===== config.mk =====
export PLATFORM = sky130hd
export DESIGN_NAME = lamp_panel_flash_controller
export DESIGN_NICKNAME = d
export VERILOG_FILES = /design/src/rtl/lpfc_pkg.sv /design/src/rtl/lpfc_cell.sv /design/src/rtl/lamp_panel_flash_controller.sv
export SDC_FILE = /design/constraint.sdc
export NUM_CORES = 1
export LEC_CHECK = 0
export ABC_CLOCK_PERIOD_IN_PS = 6600
export BUFFER_PORTS_ARGS = -buffer_cell sky130_fd_sc_hd__buf_2
export CORE_UTILIZATION = 65
export CTS_CLUSTER_SIZE = 16
export DETAILED_ROUTE_END_ITERATION = 10
export PLACE_DENSITY = 0.84
export SLEW_MARGIN = 20
export SYNTH_ARGS = -nofsm -noshare
export SYNTH_HDL_FRONTEND = slang
export SYNTH_SLANG_ARGS = --single-unit

===== constraint.sdc =====
create_clock -name i_clk -period 6.6 [get_ports i_clk]
set_clock_uncertainty 0.15 [all_clocks]
set_input_delay 0.99 -clock i_clk [delete_from_list [all_inputs] [get_ports i_clk]]
set_output_delay 0.99 -clock i_clk [all_outputs]
set_load 0.05 [all_outputs]

===== src/rtl/lpfc_pkg.sv =====
// ----------------------------------------------------------------------------
// lpfc_pkg
// Types, codes and constants shared by the lamp panel flash controller.
// ----------------------------------------------------------------------------
package lpfc_pkg;

    localparam int LAMP_COUNT      = 8;
    localparam int PATTERN_ENTRIES = 16;
    localparam int TABLE_SIZE      = 16;
    localparam int ITEM_LAMPS      = 8;
    localparam int CFG_INDEX_W     = 3;
    localparam int CFG_DATA_W      = 16;

    localparam int LAMP_MAIN    = 0;
    localparam int LAMP_PARTNER = 1;
    localparam int LAMP_STALL   = 5;

    localparam logic [0:0]  RST_MAIN_ROLE     = 1'b0;
    localparam logic [0:0]  RST_TIMER_MODE    = 1'b0;
    localparam logic [7:0]  RST_FLASH_PERIOD  = 8'd50;
    localparam logic [15:0] RST_STALL_PERIOD  = 16'd100;
    localparam logic [7:0]  RST_PANEL_MASK    = 8'hff;

    typedef enum logic [1:0] {
        OP_TICK  = 2'd0,
        OP_LAMP  = 2'd1,
        OP_STEP  = 2'd2,
        OP_ALARM = 2'd3
    } t_opcode;

    localparam logic [1:0] MODE_OFF   = 2'd0;
    localparam logic [1:0] MODE_ON    = 2'd1;
    localparam logic [1:0] MODE_FLASH = 2'd2;

    typedef enum logic [CFG_INDEX_W-1:0] {
        CFG_MAIN_ROLE    = 3'd0,
        CFG_TIMER_MODE   = 3'd1,
        CFG_FLASH_PERIOD = 3'd2,
        CFG_STALL_PERIOD = 3'd3,
        CFG_PANEL_MASK   = 3'd4
    } t_cfg_reg;

    localparam logic [7:0] PATTERN_TABLE [TABLE_SIZE] = '{
        8'h00, 8'h40, 8'h20, 8'h60, 8'h02, 8'h42, 8'h22, 8'h62,
        8'h01, 8'h41, 8'h21, 8'h61, 8'h03, 8'h43, 8'h23, 8'h63
    };

    typedef struct packed {
        logic [1:0] opcode;
        logic [7:0] lamp_mask;
        logic [1:0] lamp_mode;
        logic [3:0] pattern_index;
        logic       partner_absent;
    } t_in_item;

    typedef struct packed {
        logic [7:0] lamp_drive;
        logic       lamp_written;
        logic [1:0] heartbeat;
        logic       partner_live;
    } t_out_item;

    typedef struct packed {
        logic fire;
        logic tick_flash;
        logic b_apply;
        logic b_flash;
        logic b_on;
    } t_cell_ctrl;

    typedef struct packed {
        logic clear;
        logic set;
        logic force_en;
        logic force_val;
        logic toggle;
    } t_cell_bits;

    function automatic logic [7:0] pattern_of(input logic [3:0] idx);
        logic [7:0] pat;
        pat = 8'h00;
        if (int'(idx) < PATTERN_ENTRIES && int'(idx) < TABLE_SIZE) begin
            pat = PATTERN_TABLE[idx];
        end
        return pat;
    endfunction

endpackage


===== src/rtl/lpfc_cell.sv =====
// ----------------------------------------------------------------------------
// lpfc_cell
// One lamp: level, flash enable and flash countdown; extends the flashing chain.
// ----------------------------------------------------------------------------
module lpfc_cell
    import lpfc_pkg::*;
(
    input  logic       i_clk,
    input  logic       i_rst_n,
    input  t_cell_ctrl i_ctrl,
    input  t_cell_bits i_bits,
    input  logic [7:0] i_flash_period,
    input  logic       i_any_flash,
    output logic       o_any_flash,
    output logic       o_lamp_next
);

    logic       r_lamp;
    logic       n_lamp;
    logic       r_flash;
    logic       n_flash;
    logic [7:0] r_count;
    logic [7:0] n_count;
    logic [7:0] count_dec;

    assign count_dec   = r_count - 8'd1;
    assign o_any_flash = i_any_flash | r_flash;
    assign o_lamp_next = n_lamp;

    always_comb begin
        n_lamp  = r_lamp;
        n_flash = r_flash;
        n_count = r_count;
        if (i_ctrl.fire) begin
            if (i_ctrl.tick_flash && r_flash) begin
                if (count_dec == 8'd0) begin
                    n_count = i_flash_period;
                    n_lamp  = ~r_lamp;
                end else begin
                    n_count = count_dec;
                end
            end
            if (i_bits.force_en) begin
                n_lamp = i_bits.force_val;
            end
            if (i_bits.toggle) begin
                n_lamp = ~n_lamp;
            end
            if (i_bits.clear) begin
                n_count = 8'd0;
                n_flash = 1'b0;
                n_lamp  = 1'b0;
            end
            if (i_ctrl.b_apply) begin
                if (i_ctrl.b_flash) begin
                    n_flash = i_bits.set;
                    if (i_bits.set) begin
                        n_count = i_flash_period;
                        n_lamp  = 1'b1;
                    end
                end else if (i_bits.set) begin
                    n_count = 8'd0;
                    n_flash = 1'b0;
                    n_lamp  = i_ctrl.b_on;
                end
            end
        end
    end

    always_ff @(posedge i_clk) begin
        if (!i_rst_n) begin
            r_lamp  <= 1'b0;
            r_flash <= 1'b0;
            r_count <= 8'd0;
        end else begin
            r_lamp  <= n_lamp;
            r_flash <= n_flash;
            r_count <= n_count;
        end
    end

endmodule


===== src/rtl/lamp_panel_flash_controller.sv =====
// ----------------------------------------------------------------------------
// lamp_panel_flash_controller
// Lamp panel driver: ticks, lamp commands, step and alarm patterns.
// ----------------------------------------------------------------------------
// Input channel: i_in_valid / o_in_stall carry one item (tick, lamp command,
// step pattern or alarm pattern). Output channel: o_out_valid / i_out_stall
// carry one result item per input item: active-low lamp port value, write
// flag, heartbeat bits and partner liveness.
// Configuration: i_cfg_valid / o_cfg_ready with a register index and data;
// o_cfg_ready is always high. Write only while no item is in flight.
// Latency: the result is valid in the cycle after the item is accepted.
// Throughput: one item per cycle while not stalled; each lamp cell updates
// its countdown in the same cycle; the single output register sets the rate.
// Reset: lamps, flash state, counters and heartbeat clear; registers take
// their defaults (flash period 50, stall period 100, panel mask all ones).
// Receiver stall: the output register holds its item; the input is stalled
// only while that register is full and the receiver stalls.
// ----------------------------------------------------------------------------
module lamp_panel_flash_controller
    import lpfc_pkg::*;
#(
    parameter int LAMP_CNT = LAMP_COUNT
)
(
    input  logic                   i_clk,
    input  logic                   i_rst_n,
    input  logic                   i_in_valid,
    output logic                   o_in_stall,
    input  t_in_item               i_in_item,
    output logic                   o_out_valid,
    input  logic                   i_out_stall,
    output t_out_item              o_out_item,
    input  logic                   i_cfg_valid,
    output logic                   o_cfg_ready,
    input  logic [CFG_INDEX_W-1:0] i_cfg_index,
    input  logic [CFG_DATA_W-1:0]  i_cfg_data
);

    logic        r_main_role;
    logic        r_timer_mode;
    logic [7:0]  r_flash_period;
    logic [15:0] r_stall_period;
    logic [7:0]  r_panel_mask;

    logic [15:0] r_stall_ticks;
    logic [15:0] n_stall_ticks;
    logic [1:0]  r_heartbeat;
    logic [1:0]  n_heartbeat;
    logic        r_partner;
    logic        n_partner;

    logic        r_out_valid;
    t_out_item   r_out_item;
    t_out_item   n_out_item;

    logic        in_acc;
    logic        timer_tick;
    logic        stall_wrap;
    logic [15:0] stall_inc;
    logic [7:0]  a_src;
    logic [7:0]  b_src;
    logic        written;
    t_cell_ctrl  ctrl;

    logic [LAMP_CNT-1:0] a_vec;
    logic [LAMP_CNT-1:0] b_vec;
    logic [LAMP_CNT-1:0] lamp_next;
    logic [LAMP_CNT:0]   any_chain;
    t_cell_bits          cell_bits [LAMP_CNT];
    logic [7:0]          drive_view;

    assign in_acc      = i_in_valid && !o_in_stall;
    assign o_in_stall  = r_out_valid && i_out_stall;
    assign o_out_valid = r_out_valid;
    assign o_out_item  = r_out_item;
    assign o_cfg_ready = 1'b1;

    assign stall_inc  = r_stall_ticks + 16'd1;
    assign stall_wrap = stall_inc >= r_stall_period;
    assign any_chain[0] = 1'b0;

    always_comb begin
        a_src           = 8'h00;
        b_src           = 8'h00;
        timer_tick      = 1'b0;
        ctrl.fire       = in_acc;
        ctrl.tick_flash = 1'b0;
        ctrl.b_flash    = 1'b0;
        ctrl.b_on       = 1'b0;
        ctrl.b_apply    = |b_vec;
        written         = 1'b0;
        n_stall_ticks   = r_stall_ticks;
        n_heartbeat     = r_heartbeat;
        n_partner       = r_partner;
        unique case (t_opcode'(i_in_item.opcode))
            OP_TICK: begin
                n_heartbeat = r_heartbeat ^ 2'b11;
                if (r_timer_mode) begin
                    timer_tick    = 1'b1;
                    n_partner     = !i_in_item.partner_absent;
                    n_stall_ticks = stall_wrap ? 16'd0 : stall_inc;
                    written       = 1'b1;
                end else begin
                    ctrl.tick_flash = 1'b1;
                    written         = any_chain[LAMP_CNT];
                end
            end
            OP_LAMP: begin
                b_src        = i_in_item.lamp_mask;
                ctrl.b_flash = i_in_item.lamp_mode == MODE_FLASH;
                ctrl.b_on    = i_in_item.lamp_mode == MODE_ON;
                written      = |b_vec;
            end
            OP_STEP: begin
                a_src     = r_panel_mask;
                b_src     = pattern_of(i_in_item.pattern_index);
                ctrl.b_on = 1'b1;
                written   = (|a_vec) || (|b_vec);
            end
            OP_ALARM: begin
                a_src        = r_panel_mask;
                b_src        = pattern_of(i_in_item.pattern_index);
                ctrl.b_flash = 1'b1;
                written      = (|a_vec) || (|b_vec);
            end
        endcase
    end

    for (genvar g = 0; g < LAMP_CNT; g++) begin : g_cell
        if (g < ITEM_LAMPS) begin : g_map
            assign a_vec[g] = a_src[g];
            assign b_vec[g] = b_src[g];
        end else begin : g_pad
            assign a_vec[g] = 1'b0;
            assign b_vec[g] = 1'b0;
        end

        assign cell_bits[g].clear     = a_vec[g];
        assign cell_bits[g].set       = b_vec[g];
        assign cell_bits[g].force_en  = timer_tick && (g == LAMP_MAIN || g == LAMP_PARTNER);
        assign cell_bits[g].force_val = (g == LAMP_MAIN) ? r_main_role
                                                         : !i_in_item.partner_absent;
        assign cell_bits[g].toggle    = timer_tick && stall_wrap && (g == LAMP_STALL);

        lpfc_cell u_cell (
            .i_clk          (i_clk),
            .i_rst_n        (i_rst_n),
            .i_ctrl         (ctrl),
            .i_bits         (cell_bits[g]),
            .i_flash_period (r_flash_period),
            .i_any_flash    (any_chain[g]),
            .o_any_flash    (any_chain[g+1]),
            .o_lamp_next    (lamp_next[g])
        );
    end

    for (genvar g = 0; g < ITEM_LAMPS; g++) begin : g_view
        if (g < LAMP_CNT) begin : g_lamp
            assign drive_view[g] = ~lamp_next[g];
        end else begin : g_none
            assign drive_view[g] = 1'b1;
        end
    end

    always_comb begin
        n_out_item.lamp_drive   = drive_view;
        n_out_item.lamp_written = written;
        n_out_item.heartbeat    = n_heartbeat;
        n_out_item.partner_live = n_partner;
    end

    always_ff @(posedge i_clk) begin
        if (!i_rst_n) begin
            r_main_role    <= RST_MAIN_ROLE;
            r_timer_mode   <= RST_TIMER_MODE;
            r_flash_period <= RST_FLASH_PERIOD;
            r_stall_period <= RST_STALL_PERIOD;
            r_panel_mask   <= RST_PANEL_MASK;
        end else if (i_cfg_valid && o_cfg_ready) begin
            unique case (i_cfg_index)
                CFG_MAIN_ROLE:    r_main_role    <= i_cfg_data[0];
                CFG_TIMER_MODE:   r_timer_mode   <= i_cfg_data[0];
                CFG_FLASH_PERIOD: r_flash_period <= i_cfg_data[7:0];
                CFG_STALL_PERIOD: r_stall_period <= i_cfg_data[15:0];
                CFG_PANEL_MASK:   r_panel_mask   <= i_cfg_data[7:0];
                default: begin
                end
            endcase
        end
    end

    always_ff @(posedge i_clk) begin
        if (!i_rst_n) begin
            r_stall_ticks <= 16'd0;
            r_heartbeat   <= 2'b00;
            r_partner     <= 1'b0;
            r_out_valid   <= 1'b0;
        end else begin
            if (in_acc) begin
                r_stall_ticks <= n_stall_ticks;
                r_heartbeat   <= n_heartbeat;
                r_partner     <= n_partner;
                r_out_valid   <= 1'b1;
            end else if (!i_out_stall) begin
                r_out_valid   <= 1'b0;
            end
        end
    end

    always_ff @(posedge i_clk) begin
        if (in_acc) begin
            r_out_item <= n_out_item;
        end
    end

endmodule


==> impl_metrics.py <==
metrics = {
    "outcome": {
        "status": "finished clean",
    },
    "drt": {
        "drt-pass1-iter-count": 6,
        "drt-wirelength-per-cell_um": 20.1,
        "drt_iter0_markers": 1335,
        "drc": 0,
        "routed_wl_um": 29700,
        "vias_per_cell": 7.05,
        "ant_nets": 0,
        "vias": 10415,
    },
    "logic_synthesis": {
        "yosys_warnings": 0,
        "syn_inst": 1292,
        "synth-main-ff-cell": "dfxtp_1",
        "ys_seq_elements": 146,
        "syn-cell-area_um2": 9780,
        "synth_nets": 1370,
        "async_flop_share_pct": 0,
        "ys_seq_area_share_pct": 31.1,
        "synth_area_per_cell_um2": 7.57,
        "synth.distinct_cells": 85,
        "synth_edf_count": 12,
    },
    "layout": {
        "area_delta_synth_final_pct": 8.24,
        "layout_common_cells": "nand2_1 (160), dfxtp_1 (134), a21oi_1 (124)",
        "final_nets": 1358,
        "mostFrequentLayoutCell": "nand2_1",
        "seqCellArea_um2": 3040,
        "drive_gt1_share_pct": 9.51,
        "fillCellCount": 1161,
        "multi_input_area_um2": 6150,
        "diodes": 0,
    },
    "critical_path": {
        "path_cells": "ha_1, nand3_1, nor4_1, nand3_1, o21ai_0, nand2_1, ha_1, o21ai_0, o21bai_1, a211oi_1, nand3_1, or3_1, a21oi_1",
        "crit_type": "reg2reg",
        "worst_r2r_path_depth": 13,
        "critPathLaunchType": "flip-flop",
        "worstReg2RegStart": "r_stall_ticks[0]",
        "required_ns": 6.81,
        "rrSetupSlack_ns": 1.49,
        "crit_path_frequent_cell": "nand3_1",
        "crit_family": "simple AND/OR/NAND/NOR gates",
        "end_kind": "flip-flop",
        "cp_max_fo": 13,
        "timing.rr.end": "r_stall_ticks[3]",
        "crit_buf_inv": 0,
        "critPathSlowestCell": "nor4_1",
        "cp_slowest_stage_delay_ns": 0.66,
        "crit_arrival_ns": 5.32,
    },
    "clock_network": {
        "clk_pin_slew_worst_paths_ns": 0.06,
        "cts_buffers": 17,
        "cts-hold-fix-buffers": 0,
        "cts.path.max_buffers": 2,
        "clk_latency_ns": 0.45,
        "h-tree-depth": 4,
        "cts_tree": "built",
        "root_buffer": "clkbuf_16",
        "ctsResizeCount": 0,
        "postCtsSetupBuffers": 0,
        "cts.sinks": 146,
    },
    "timing": {
        "final-setup-viol-count": 0,
        "post-route-min-period_ns": 5.11,
        "rsz0062_at_grt": "false",
        "timing.final.ws_setup_ns": 1.49,
        "clock.fmax_mhz": 196,
        "hold_viol": 0,
        "fin_tns_setup_ns": 0,
        "tightest_slew_ns": 1.00,
        "relSlewSlack_pct": 33.0,
        "finalMaxSlewViolations": 0,
        "post-route-period-util_pct": 77.4,
    },
    "power": {
        "power.density_nw_per_um2": 230,
        "ir_drop_mv": 0.225,
        "leakagePower_nw": 3.88,
    },
    "placed_design": {
        "post-place-ws_ns": 1.83,
        "io_buffers": 54,
        "hpwl_um": 19100,
        "gp_congestion": 0.970,
    },
    "min_path": {
        "hold_start": "r_stall_period[10]",
        "hold_depth": 2,
        "hold_end": "r_stall_period[10]",
        "hold_path.class": "reg2reg",
    },
    "global_route": {
        "grt_pass1_wl_um": 48400,
        "grt_pass1_vias": 9699,
        "grt_max_degree": 78,
        "antenna_found_initial": 0,
        "grt_use_total_pct": 38.4,
        "grt_overflow_total": 0,
    },
    "floorplanning": {
        "boundaryPins": 56,
        "die_h_um": 125,
        "initial_core_util_pct": 67.1,
        "die_x_um": 125,
        "die_area_um2": 15500,
        "core_area_um2": 14600,
        "rows": 44,
    },
    "job": {
        "cap_violations": 0,
    },
}
cell families (layout without fill, tap and decap cells):
kind of cell / Yosys count / in the layout / share of synthesized area [%]
buf+inv: 144 / 145 / 6.02
other cells: 1 / 1 / 0.0383
xor+xnor: 39 / 39 / 3.49
flops: 146 / 146 / 31.1
simple gates: 462 / 462 / 23.5
fa+ha+maj: 37 / 37 / 4.73
mux: 9 / 9 / 0.934
compound gates: 454 / 454 / 30.1
stage by stage:
stage / total power [mW] / hold WS, ns / instance area, um2 / instances / util (%)
finish: 2.44 / 0.302 / 10600 / 1477 / 72.6
floorplan: 1.27 / 0.282 / 9780 / 1292 / -
global placement: 1.35 / 0.289 / 9940 / 1445 / 68.2
CTS: 2.43 / 0.307 / 10600 / 1477 / 72.6
global route: 2.52 / 0.326 / 10600 / 1477 / 72.6
detailed placement: 1.36 / 0.298 / 9940 / 1445 / 68.2
layer usage:
metal,wire length (um),global-route usage [%]
met5,0,0
met4,1250,19.2
met3,3200,8.93
met2,13400,60.8
met1,11800,48.7
synthesized netlist by cell type (6+ instances only):
| cell type | n | share of area (%) |
|---|---|---|
| and4_1 | 6 | 0.54 |
| a22o_1 | 6 | 0.54 |
| a221oi_1 | 17 | 1.5 |
| mux2i_1 | 8 | 0.82 |
| a21o_1 | 15 | 1.2 |
| ha_1 | 37 | 4.7 |
| xnor2_1 | 24 | 2.1 |
| and3_1 | 18 | 1.2 |
| nor3b_1 | 8 | 0.61 |
| a211oi_1 | 14 | 1.1 |
| nor4_1 | 20 | 1.3 |
| and2_1 | 9 | 0.58 |
| or3_1 | 13 | 0.83 |
| inv_1 | 51 | 2.0 |
| and3b_1 | 10 | 0.90 |
| dfxtp_1 | 134 | 27 |
| o21a_1 | 9 | 0.69 |
| o22ai_1 | 13 | 0.83 |
| nor2_1 | 80 | 3.1 |
| o31ai_1 | 16 | 1.2 |
| nand4_1 | 13 | 0.83 |
| or2_2 | 6 | 0.38 |
| or4_1 | 8 | 0.61 |
| nand3_1 | 45 | 2.3 |
| edfxtp_1 | 12 | 3.7 |
| xor2_1 | 15 | 1.3 |
| clkbuf_1 | 79 | 3.0 |
| nor3_1 | 38 | 1.9 |
| a31oi_1 | 22 | 1.4 |
| o2111ai_1 | 7 | 0.63 |
| o21ai_0 | 115 | 5.9 |
| a22oi_1 | 9 | 0.69 |
| a21oi_1 | 124 | 6.3 |
| nand2_1 | 161 | 6.2 |
| o211ai_1 | 22 | 1.7 |
worst max-delay path by stage:
stage                     start           endpoint  depth (start not counted)
6_report       r_stall_ticks[0]   r_stall_ticks[3]                         13
5_1_grt        r_stall_ticks[0]   r_stall_ticks[3]                         13
4_1_cts        r_stall_ticks[0]   r_stall_ticks[3]                         13
3_5_place_dp   r_stall_ticks[0]  r_stall_ticks[11]                         13
3_3_place_gp   r_stall_ticks[0]  r_stall_ticks[11]                         13
2_1_floorplan  r_stall_ticks[0]      o_out_item[9]                         14
power by group:
group | internal, mW | leakage [nW] | total (mW) | switching [mW]
sequential | 0.929 | 1.19 | 0.980 | 0.0507
clock | 0.646 | 0.310 | 1.08 | 0.434
combinational | 0.131 | 2.38 | 0.380 | 0.250
total | 1.71 | 3.88 | 2.44 | 0.735
flip-flops by register name (all words and copies together), names as in the netlist, named ones only:
| name | cells |
|---|---|
| r_main_role | 1 |
| o_out_item | 12 |
| r_stall_ticks | 16 |
| r_partner | 1 |
| g_cell.u_cell.r_count | 64 |
| g_cell.u_cell.r_lamp | 7 |
| r_flash_period | 8 |
| r_timer_mode | 1 |
| o_out_valid | 1 |
| g_cell.u_cell.r_flash | 8 |
| r_panel_mask | 8 |
| r_heartbeat | 2 |
| r_stall_period | 16 |
worst min-delay path, cell delays in order (launching register included):
cell and delay [ns]:
dfxtp_1 0.31, nand2_1 0.05, a21oi_1 0.05
cell type report:
class                      count  share of cell area (%)
inverter                      52                    1.84
clock buffer                  17                    4.02
timing repair buffer          61                    3.05
sequential                   146                    28.7
multi-input combinational   1002                    58.1
clock inverter                15                    2.07
tap                          184                    2.17
Note: power is estimated with default switching activity, not from simulation.
